File: config.mk
export PLATFORM = sky130hd
export DESIGN_NAME = geneve_encap_header_builder
export DESIGN_NICKNAME = d
export VERILOG_FILES = /design/src/rtl/gehb_pkg.sv /design/src/rtl/gehb_hdr_pipe.sv /design/src/rtl/geneve_encap_header_builder.sv
export SDC_FILE = /design/constraint.sdc
export NUM_CORES = 2
export LEC_CHECK = 0
export BUFFER_PORTS_ARGS = -buffer_cell sky130_fd_sc_hd__buf_4
export CORE_UTILIZATION = 50
export DETAILED_ROUTE_END_ITERATION = 8
export GPL_TIMING_DRIVEN = 0
export PLACE_DENSITY_LB_ADDON = 0.05
export SYNTH_ARGS = -nofsm -noshare
export SYNTH_HDL_FRONTEND = slang
export SYNTH_HIERARCHICAL = 1
export SYNTH_SLANG_ARGS = --single-unit
File: constraint.sdc
create_clock -name i_clk -period 20.7 [get_ports i_clk]
set_input_delay 4.14 -clock i_clk [delete_from_list [all_inputs] [get_ports i_clk]]
set_output_delay 4.14 -clock i_clk [all_outputs]
set_load 0.05 [all_outputs]
File: src/rtl/gehb_pkg.sv
// Shared types, constants and register codes for the GENEVE encapsulation header builder.
package gehb_pkg;

    localparam int NUM_WORDS = 8;

    localparam logic [2:0]  LAST_WORD      = 3'd7;
    localparam logic [3:0]  BYTES_FULL     = 4'd8;
    localparam logic [3:0]  BYTES_LAST     = 4'd6;

    localparam logic [7:0]  IPV4_VER_IHL   = 8'h45;
    localparam logic [7:0]  IPV4_TTL       = 8'hFF;
    localparam logic [7:0]  IPV4_PROTO_UDP = 8'd17;
    localparam logic [15:0] OUTER_OVERHEAD = 16'd62;
    localparam logic [15:0] UDP_OVERHEAD   = 16'd42;
    localparam logic [31:0] GENEVE_BASE    = 32'h0300_6558;
    localparam logic [31:0] GENEVE_OPT     = 32'hDEAD_BE02;
    localparam logic [15:0] ETHERTYPE_IPV4 = 16'h0800;

    // Constant 16-bit words of the IPv4 header that enter the checksum
    localparam logic [17:0] CSUM_CONST     = 18'h0_4500 + 18'h0_FF11;

    typedef enum logic [2:0] {
        CFG_SRC_IP_PAIR = 3'd0,
        CFG_DST_IP_PAIR = 3'd1,
        CFG_PORT_QUAD   = 3'd2,
        CFG_SRC_MAC_FWD = 3'd3,
        CFG_SRC_MAC_REV = 3'd4,
        CFG_DST_MAC_FWD = 3'd5,
        CFG_DST_MAC_REV = 3'd6,
        CFG_TENANT_CTL  = 3'd7
    } t_cfg_idx;

    typedef struct packed {
        logic        direction;
        logic [63:0] flow_sid;
        logic [15:0] payload_len;
        logic [47:0] orig_dst_mac;
        logic [47:0] orig_src_mac;
        logic [15:0] orig_ethertype;
    } t_in_item;

    typedef struct packed {
        logic [63:0] hdr_word;
        logic [2:0]  word_index;
        logic [3:0]  valid_bytes;
        logic        drop;
        logic        last;
    } t_out_item;

    typedef struct packed {
        logic [63:0] src_ip_pair;
        logic [63:0] dst_ip_pair;
        logic [63:0] port_quad;
        logic [47:0] src_mac_fwd;
        logic [47:0] src_mac_rev;
        logic [47:0] dst_mac_fwd;
        logic [47:0] dst_mac_rev;
        logic [25:0] tenant_ctl;
    } t_cfg;

    // Per-item header fields after direction and mode selection
    typedef struct packed {
        logic        drop;
        logic        direction;
        logic [63:0] flow_sid;
        logic [31:0] src_ip;
        logic [31:0] dst_ip;
        logic [15:0] udp_sport;
        logic [15:0] udp_dport;
        logic [15:0] ip_len;
        logic [15:0] udp_len;
        logic [23:0] vni;
        logic [47:0] eth_dst;
        logic [47:0] eth_src;
        logic [15:0] eth_type;
    } t_hdr_fields;

    // Finished header handed to the word serializer
    typedef struct packed {
        logic                       drop;
        logic [NUM_WORDS-1:0][63:0] words;
    } t_hdr_set;

endpackage

File: src/rtl/gehb_hdr_pipe.sv
// Three-stage pipeline: field selection, checksum partial sums, checksum fold and word assembly.
module gehb_hdr_pipe (
    input  logic                i_clk,
    input  logic                i_rst_n,
    input  gehb_pkg::t_cfg      i_cfg,
    input  logic                i_valid,
    output logic                o_stall,
    input  gehb_pkg::t_in_item  i_data,
    output logic                o_valid,
    input  logic                i_take,
    output gehb_pkg::t_hdr_set  o_hdr
);

    logic                  r_v1, r_v2, r_v3;
    gehb_pkg::t_hdr_fields r_f1, r_f2, r_f3;
    logic [17:0]           r_sum_a, r_sum_b;
    logic [15:0]           r_csum;

    logic                  en1, en2, en3;
    gehb_pkg::t_hdr_fields n_f1;
    logic [17:0]           n_sum_a, n_sum_b;
    logic [18:0]           sum_all;
    logic [16:0]           fold1;
    logic [15:0]           fold2;
    logic [15:0]           n_csum;
    logic                  dir;
    logic                  static_mac;

    // Each stage loads when it is empty or its content moves on
    assign en3     = !r_v3 || i_take;
    assign en2     = !r_v2 || en3;
    assign en1     = !r_v1 || en2;
    assign o_stall = !en1;
    assign o_valid = r_v3;

    // Stage 1: pick direction-dependent fields, the Ethernet addresses and type, and the lengths
    assign dir        = i_data.direction;
    assign static_mac = i_cfg.tenant_ctl[25];

    always_comb begin
        n_f1.drop       = !i_cfg.tenant_ctl[24];
        n_f1.direction  = dir;
        n_f1.flow_sid   = i_data.flow_sid;
        n_f1.src_ip     = dir ? i_cfg.src_ip_pair[31:0]  : i_cfg.src_ip_pair[63:32];
        n_f1.dst_ip     = dir ? i_cfg.dst_ip_pair[31:0]  : i_cfg.dst_ip_pair[63:32];
        n_f1.udp_sport  = dir ? i_cfg.port_quad[47:32]   : i_cfg.port_quad[63:48];
        n_f1.udp_dport  = dir ? i_cfg.port_quad[15:0]    : i_cfg.port_quad[31:16];
        n_f1.ip_len     = gehb_pkg::OUTER_OVERHEAD + i_data.payload_len;
        n_f1.udp_len    = gehb_pkg::UDP_OVERHEAD + i_data.payload_len;
        n_f1.vni        = i_cfg.tenant_ctl[23:0];
        if (static_mac) begin
            n_f1.eth_dst  = dir ? i_cfg.dst_mac_rev : i_cfg.dst_mac_fwd;
            n_f1.eth_src  = dir ? i_cfg.src_mac_rev : i_cfg.src_mac_fwd;
            n_f1.eth_type = gehb_pkg::ETHERTYPE_IPV4;
        end else begin
            n_f1.eth_dst  = i_data.orig_dst_mac;
            n_f1.eth_src  = i_data.orig_src_mac;
            n_f1.eth_type = i_data.orig_ethertype;
        end
    end

    // Stage 2: two partial one's-complement sums over the IPv4 header words
    assign n_sum_a = gehb_pkg::CSUM_CONST + {2'b00, r_f1.ip_len} + {2'b00, r_f1.src_ip[31:16]};
    assign n_sum_b = {2'b00, r_f1.src_ip[15:0]} + {2'b00, r_f1.dst_ip[31:16]}
                   + {2'b00, r_f1.dst_ip[15:0]};

    // Stage 3: add, fold end-around carries twice, invert
    assign sum_all = {1'b0, r_sum_a} + {1'b0, r_sum_b};
    assign fold1   = {1'b0, sum_all[15:0]} + {14'b0, sum_all[18:16]};
    assign fold2   = fold1[15:0] + {15'b0, fold1[16]};
    assign n_csum  = ~fold2;

    always_ff @(posedge i_clk) begin
        if (!i_rst_n) begin
            r_v1 <= 1'b0;
            r_v2 <= 1'b0;
            r_v3 <= 1'b0;
        end else begin
            if (en1) begin
                r_v1 <= i_valid;
            end
            if (en2) begin
                r_v2 <= r_v1;
            end
            if (en3) begin
                r_v3 <= r_v2;
            end
        end
    end

    always_ff @(posedge i_clk) begin
        if (en1) begin
            r_f1 <= n_f1;
        end
        if (en2) begin
            r_f2    <= r_f1;
            r_sum_a <= n_sum_a;
            r_sum_b <= n_sum_b;
        end
        if (en3) begin
            r_f3   <= r_f2;
            r_csum <= n_csum;
        end
    end

    // Lay the fields out as eight big-endian words
    always_comb begin
        o_hdr.drop     = r_f3.drop;
        o_hdr.words[0] = {gehb_pkg::IPV4_VER_IHL, 8'h00, r_f3.ip_len, 16'h0000, 16'h0000};
        o_hdr.words[1] = {gehb_pkg::IPV4_TTL, gehb_pkg::IPV4_PROTO_UDP, r_csum, r_f3.src_ip};
        o_hdr.words[2] = {r_f3.dst_ip, r_f3.udp_sport, r_f3.udp_dport};
        o_hdr.words[3] = {r_f3.udp_len, 16'h0000, gehb_pkg::GENEVE_BASE};
        o_hdr.words[4] = {r_f3.vni, 8'h00, gehb_pkg::GENEVE_OPT};
        o_hdr.words[5] = {r_f3.flow_sid[63:1], r_f3.flow_sid[0] | r_f3.direction};
        o_hdr.words[6] = {r_f3.eth_dst, r_f3.eth_src[47:32]};
        o_hdr.words[7] = {r_f3.eth_src[31:0], r_f3.eth_type, 16'h0000};
    end

endmodule

File: src/rtl/geneve_encap_header_builder.sv
// Top level: configuration registers, header pipeline and output word serializer.
// Path: an accepted item passes the three pipeline stages, then the output register, before
//   its first word is shown.
// Output: one header word per cycle through the output register while the receiver does not
//   stall; an item gives eight words, a dropped item a single result.
// Reset: synchronous, active low; clears all valid bits and all configuration registers.
module geneve_encap_header_builder (
    input  logic                i_clk,
    input  logic                i_rst_n,
    input  logic                i_cfg_we,
    input  logic [2:0]          i_cfg_idx,
    input  logic [63:0]         i_cfg_data,
    input  logic                i_valid,
    output logic                o_stall,
    input  gehb_pkg::t_in_item  i_data,
    output logic                o_valid,
    input  logic                i_stall,
    output gehb_pkg::t_out_item o_data
);

    // ---------------------------------------------------------------
    // Configuration registers; unchecked: the user sends writes only while the block idles
    // ---------------------------------------------------------------
    gehb_pkg::t_cfg r_cfg;

    always_ff @(posedge i_clk) begin
        if (!i_rst_n) begin
            r_cfg <= '0;
        end else if (i_cfg_we) begin
            unique case (gehb_pkg::t_cfg_idx'(i_cfg_idx))
                gehb_pkg::CFG_SRC_IP_PAIR: r_cfg.src_ip_pair <= i_cfg_data;
                gehb_pkg::CFG_DST_IP_PAIR: r_cfg.dst_ip_pair <= i_cfg_data;
                gehb_pkg::CFG_PORT_QUAD:   r_cfg.port_quad   <= i_cfg_data;
                gehb_pkg::CFG_SRC_MAC_FWD: r_cfg.src_mac_fwd <= i_cfg_data[47:0];
                gehb_pkg::CFG_SRC_MAC_REV: r_cfg.src_mac_rev <= i_cfg_data[47:0];
                gehb_pkg::CFG_DST_MAC_FWD: r_cfg.dst_mac_fwd <= i_cfg_data[47:0];
                gehb_pkg::CFG_DST_MAC_REV: r_cfg.dst_mac_rev <= i_cfg_data[47:0];
                gehb_pkg::CFG_TENANT_CTL:  r_cfg.tenant_ctl  <= i_cfg_data[25:0];
                default: ;
            endcase
        end
    end

    // ---------------------------------------------------------------
    // Header pipeline: select fields, sum, fold checksum, assemble
    // ---------------------------------------------------------------
    logic               pipe_vld;
    logic               ser_ready;
    gehb_pkg::t_hdr_set pipe_hdr;

    gehb_hdr_pipe u_pipe (
        .i_clk   (i_clk),
        .i_rst_n (i_rst_n),
        .i_cfg   (r_cfg),
        .i_valid (i_valid),
        .o_stall (o_stall),
        .i_data  (i_data),
        .o_valid (pipe_vld),
        .i_take  (ser_ready),
        .o_hdr   (pipe_hdr)
    );

    // ---------------------------------------------------------------
    // Output serializer: hold one header, shift out a word per accept.
    // The current word always sits at the bottom of the shift register.
    // ---------------------------------------------------------------
    logic                                r_busy;
    logic                                r_drop;
    logic [2:0]                          r_idx;
    logic [gehb_pkg::NUM_WORDS-1:0][63:0] r_hdr;

    logic                                n_busy;
    logic                                n_drop;
    logic [2:0]                          n_idx;
    logic [gehb_pkg::NUM_WORDS-1:0][63:0] n_hdr;

    logic out_last;
    logic out_take;
    logic load;

    // A drop item is a single result; otherwise the last word ends the item
    assign out_last  = r_drop || (r_idx == gehb_pkg::LAST_WORD);
    assign out_take  = r_busy && !i_stall;
    // Take the next header when idle or while the final word of the current one leaves
    assign ser_ready = !r_busy || (out_take && out_last);
    assign load      = pipe_vld && ser_ready;

    always_comb begin
        n_busy = r_busy;
        n_drop = r_drop;
        n_idx  = r_idx;
        n_hdr  = r_hdr;
        if (load) begin
            n_busy = 1'b1;
            n_drop = pipe_hdr.drop;
            n_idx  = '0;
            n_hdr  = pipe_hdr.words;
        end else if (out_take) begin
            if (out_last) begin
                n_busy = 1'b0;
            end else begin
                n_idx = r_idx + 3'd1;
                n_hdr = {64'h0, r_hdr[gehb_pkg::NUM_WORDS-1:1]};
            end
        end
    end

    always_ff @(posedge i_clk) begin
        if (!i_rst_n) begin
            r_busy <= 1'b0;
        end else begin
            r_busy <= n_busy;
        end
    end

    always_ff @(posedge i_clk) begin
        r_drop <= n_drop;
        r_idx  <= n_idx;
        r_hdr  <= n_hdr;
    end

    // Drive the result item; a dropped item shows zeros in the data fields
    assign o_valid = r_busy;

    always_comb begin
        o_data.hdr_word    = r_drop ? 64'h0 : r_hdr[0];
        o_data.word_index  = r_drop ? 3'd0 : r_idx;
        if (r_drop) begin
            o_data.valid_bytes = 4'd0;
        end else if (r_idx == gehb_pkg::LAST_WORD) begin
            o_data.valid_bytes = gehb_pkg::BYTES_LAST;
        end else begin
            o_data.valid_bytes = gehb_pkg::BYTES_FULL;
        end
        o_data.drop = r_drop;
        o_data.last = out_last;
    end

    // ---------------------------------------------------------------
    // Assertions
    // ---------------------------------------------------------------
    a_drop_single : assert property (@(posedge i_clk) disable iff (!i_rst_n)
        o_valid && o_data.drop |-> o_data.last && (o_data.word_index == 3'd0))
        else $error("drop item is not a single last result");

    a_word_advance : assert property (@(posedge i_clk) disable iff (!i_rst_n)
        o_valid && !i_stall && !o_data.last
        |=> o_valid && (o_data.word_index == $past(o_data.word_index) + 3'd1))
        else $error("header words not delivered in order");

    a_tail_zero : assert property (@(posedge i_clk) disable iff (!i_rst_n)
        o_valid && o_data.last && !o_data.drop |-> o_data.hdr_word[15:0] == 16'h0)
        else $error("padding of last header word is not zero");

    a_no_overwrite : assert property (@(posedge i_clk) disable iff (!i_rst_n)
        o_valid && i_stall |=> o_valid && $stable(r_idx))
        else $error("stalled header replaced before its words left");

endmodule

### Word-level counts from Yosys, hierarchy flattened

Cells that the tools add are included.

| operators by class | value |
|---|---|
| reductions and logical operators | 29 |
| eq/ne operators | 9 |
| $add $sub $neg | 10 |
| multiplexer cells | 17 |
| bitwise operators | 3 |

Operator list:

| operator | count |
|---|---|
| 512-bit 2-to-1 mux | 3 |
| 112-bit 2-to-1 mux | 1 |
| 48-bit 2-to-1 mux | 2 |
| 32-bit 2-to-1 mux | 2 |
| 64-bit 2-to-1 mux | 1 |
| 18-bit by 16-bit adder with 18-bit output | 2 |
| 6-bit by 16-bit adder with 16-bit output, first input constant | 2 |
| 16-bit 2-to-1 mux | 2 |
| 2-bit AND reduction | 11 |
| 18-bit by 18-bit adder with 19-bit output | 1 |
| 17-bit by 16-bit adder with 18-bit output, first input constant | 1 |
| 16-bit by 16-bit adder with 17-bit output | 1 |
| 16-bit by 3-bit adder with 17-bit output | 1 |
| 16-bit by 1-bit adder with 16-bit output | 1 |
| 16-bit inverter | 1 |
| 3-bit == test, second input constant | 5 |
| 4-bit 2-to-1 mux | 2 |
| 1-bit logical NOT | 7 |
| 3-bit by 2-bit == test with 1-bit output, second input constant | 2 |
| 1-bit logical OR | 5 |
| 2-bit nonzero test | 2 |
| 3-bit by 1-bit adder with 3-bit output, second input constant | 1 |
| 3-bit by 1-bit == test with 1-bit output, second input constant | 1 |
| 1-bit logical AND | 3 |
| other kinds (6) | 8 |

| word-level totals | value |
|---|---|
| output and inout bits | 75 |
| flip-flop bits (word level) | 1956 |
| word-level logic and storage cells | 136 |
| input bits | 265 |

### Longest topological paths before layout

| depth | value |
|---|---|
| depth in word-level cells | 8 |
| gate-level depth with buffers | 30 |

### Modules after synthesis

Netlist, hierarchy kept.

Modules (own cells, without submodules):

| module | cells an instance | seq. area each (µm²) | times used | area an instance (µm²) |
|---|---|---|---|---|
| gehb_hdr_pipe | 2539 | 31169.9 | 1 | 42280.6 |
| geneve_encap_header_builder | 3004 | 23692.7 | 1 | 37419.6 |

### Worst setup path before layout

OpenSTA, ideal clock, no wires.

| path | value |
|---|---|
| kind | input to output |
| start point | in i_stall |
| end point | out o_stall |
| data arrival time | 15802 ps |
| setup slack | 758 ps |
| stages | 5 |
| buffers on the path | 0 |
| cells stage by stage | o21bai_1 -> nand2_1 -> nor2b_1 -> nand3_1 -> inv_1 |

| on the way | value |
|---|---|
| word-level cells in the longest chain between the ends | 8 |

Ends and longest elaborated chain:

| what | RTL line | text |
|---|---|---|
| start: declaration | geneve_encap_header_builder.sv:17 | `input logic i_stall,` |
| 1-bit logical NOT | geneve_encap_header_builder.sv:83 | `assign out_take = r_busy && !i_stall;` |
| 1-bit logical AND | geneve_encap_header_builder.sv:83 |  |
| 1-bit logical AND | geneve_encap_header_builder.sv:85 | `assign ser_ready = !r_busy \|\| (out_take && out_last);` |
| 1-bit logical OR | geneve_encap_header_builder.sv:85 |  |
| named net ser_ready | geneve_encap_header_builder.sv:48 | `logic ser_ready;` |
| 1-bit logical OR | gehb_hdr_pipe.sv:30 | `assign en3 = !r_v3 \|\| i_take;` |
| 1-bit logical OR | gehb_hdr_pipe.sv:31 | `assign en2 = !r_v2 \|\| en3;` |
| 1-bit logical OR | gehb_hdr_pipe.sv:32 | `assign en1 = !r_v1 \|\| en2;` |
| 1-bit logical NOT | gehb_hdr_pipe.sv:33 | `assign o_stall = !en1;` |
| end: declaration | geneve_encap_header_builder.sv:14 | `output logic o_stall,` |

The timed path passes the listed nets, and every way through them passes these cells.

### Worst setup path after layout

Ends and elaborated chain as after synthesis.

==> flow_summary.yaml <==
outcome:
  outcome: "finished, violations left"
  violations: "design-rule violations"
clocking:
  cts_tree: "built"
  insertion_delay_ps: 830
  post_cts_buffers: 0
  cts_made_buffers: 203
  postCtsResizedCells: 0
  clock_sinks: 1966
  path_clk_slew_ps: 60
  cts-root-buf: "clkbuf_16"
  htree_levels: 4
  cts_hold_buf: 0
  clockBufferDepth: 3
cells_and_area:
  instances_no_fill: 8498
  area_growth_pct: 16.13
  multiInputGateArea_um2: 19940
  drive_above_1_share_pct: 28.42
  stdcell_area_um2: 92560
  fin_nets: 6607
  nFillCells: 12470
  seqCellArea_um2: 54860
logic_synthesis:
  ys_ff_latch: 1966
  yosysMostFrequentCell: "edfxtp_1"
  synth_commonest_cells: "edfxtp_1 (1,549), nand2_1 (851), mux2_2 (544)"
  synth_xor_area_share_pct: 0.9011
  synthArstFlopShare_pct: 0
  yosys-top-cells-area: "edfxtp_1 (58%), dfxtp_1 (10%), mux2_2 (7.7%)"
  netlist_area_um2: 79700
  synth_top_cell_by_area: "edfxtp_1"
  synth_compound_area_share_pct: 5.827
  synth_top_family_by_area: "multiplexers"
  yosys.cell_types.count: 84
  yosys_warnings: 6
  synth_top_area_share_pct: 58.36
  ys.flop_type: "edfxtp_1"
  synth_edf_count: 1549
  seq_area_frac_synth_pct: 68.84
  avgSynthCellArea_um2: 14.38
  synthMuxAreaShare_pct: 8.929
  synthAdderAreaFrac_pct: 1.673
  syn_inst: 5543
  synthSimpleGateAreaFrac_pct: 6.851
place:
  gp_congestion: 0.8704
  numPortBuffers: 307
  dp_slack_ps: 10310
  dpl_cell_area_um2: 85960
  dp_hpwl_um: 151300
  placed_cells: 8115
die:
  die_w_um: 401.3
  coreArea_um2: 158400
  io_pins: 340
  dieHeight_um: 401.3
  start_util_pct: 50.32
  core.rowCount: 146
  die_area_um2: 161000
timing:
  finalHoldViolCount: 0
  max-slew-margin-rel_pct: 15.42
  setup_viol: 0
  setup_ws_ps: 10300
  fin_skew_ps: 30.97
  rsz0062_at_grt: "false"
  fin_crit_sh_pct: 50.22
  max_freq_mhz: 96.20
  worstMarginPinSlew_ps: 1269
  drv_slew: 0
  fin_setup_tns_ps: 0
  fin_crit_ps: 10400
worst_hold_path:
  min_path_type: "register to register"
critical_path:
  start_kind: "input pin"
  endpoint_kind: "primary output"
  crit_path_max_fanout: 32
  cp_common_cell: "buf_4"
  critPathSlowestCell: "nor2b_1"
  critPathRequiredTime_ps: 16560
  crit_chain: "buf_4, o21bai_1, nand2_1, nor2b_1, nand3_4, inv_1, buf_4"
  cp.arrival_ps: 6260
  max_stage_delay_ps: 710
  path_class: "input pin to primary output"
power:
  ir_drop_mv: 0.09032
  power_density_nw_per_um2: 93.94
  p_leak_nw: 35.76
  fin_total_pwr_mw: 8.694
drt:
  routedWlPerCell_um: 24.57
  drc: 2
  vias: 43990
  routed_wl_um: 208800
  drtIter0Drc: 4167
  ant_nets: 0
  dr.pass1.iters: 9
  routed_via_density: 5.177
global_routing:
  antenna_found_initial: 37
  grt_pass1_wl_um: 295700
  grt.total_usage_pct: 25.86
  grt_start_max_net_pins: 110
  grt_pass1_vias: 42540
  grt-ovfl-total: 0
flow_run:
  cap_violations: 0
-- worst max-delay path: cells and delay by family --
kind	cells	cell delay (ps)
AND/OR/NAND/NOR	3	1410
buffers and inverters	3	570
AO/OA/AOI/OAI	1	120
-- path summary, 6_finish.rpt --
| path | slack, ps | depth (start not counted) | end | from |
|---|---|---|---|---|
| setup / recovery | 10300 | 7 | o_stall | i_stall |
| hold / removal | 400 | 0 | u_pipe/o_hdr[37] | u_pipe/r_f2[157] |
| hold reg to reg | 400 | 0 | u_pipe/o_hdr[37] | u_pipe/r_f2[157] |
| setup reg to reg | 12900 | 30 | u_pipe/r_csum[15] | u_pipe/r_sum_b[0] |
-- state kept, by name, indices dropped and copies added (netlist names) --
signal          cells
u_pipe/r_v1         1
u_pipe/r_f2       328
r_hdr             512
r_cfg             410
u_pipe/r_csum      16
r_drop              1
u_pipe/r_sum_b     18
r_idx               3
u_pipe/o_hdr      326
u_pipe/r_f3         2
u_pipe/o_valid      1
o_valid             1
u_pipe/r_f1       328
u_pipe/r_v2         1
u_pipe/r_sum_a     18
-- per-layer routing --
layer	track usage, %	vias to the layer above	routed length (um)	share of wire (%)
met3	4.250	254	14880	7.1
li1	-	20480	-	-
met2	39.18	1418	93560	45
met5	0	-	60	0.029
met4	6.513	8	4506	2.2
met1	38.84	21830	95780	46
-- stage by stage --
stage	utilization (%)	hold slack, ps
6_report	58.44	396.0
4_1_cts	58.44	404.8
5_1_grt	58.44	405.6
3_3_place_gp	53.81	400.3
3_5_place_dp	54.27	404.5
2_1_floorplan	-	400.3
-- cell type report --
cell class	count	area share, %
inverter	62	0.2595
antenna	2	0.005407
sequential	1966	59.27
buffer	780	5.748
clock inverter	97	1.075
clock buffer	284	6.051
tap	2072	2.801
timing repair buffer	334	3.247
multi-input combinational	2901	21.54
-- placed cells by master, fill, tap and decap left out, types with 140 or more instances in the layout --
master / synthesis / routed
clkbuf_16: 0 / 208
a21boi_0: 367 / 367
conb_1: 3 / 169
nand2_1: 851 / 850
buf_4: 527 / 835
mux2_2: 544 / 544
nor2_1: 140 / 140
dfxtp_1: 417 / 417
edfxtp_1: 1549 / 1549
clkbuf_1: 147 / 212
-- power breakdown --
group	internal, mW	switching (mW)
Sequential	4.43	0.0702
Clock	2.10	1.51
Combinational	0.263	0.321
-- kinds of logic (layout without fill, tap and decap cells) --
family,Yosys count,after routing
compound gates,655,655
xor+xnor,82,82
fa+ha+maj,94,94
buf+inv,842,1557
flops,1966,1966
mux,643,643
other cells,3,171
simple gates,1258,1258
No activity file was read; power rests on OpenSTA's default activity.
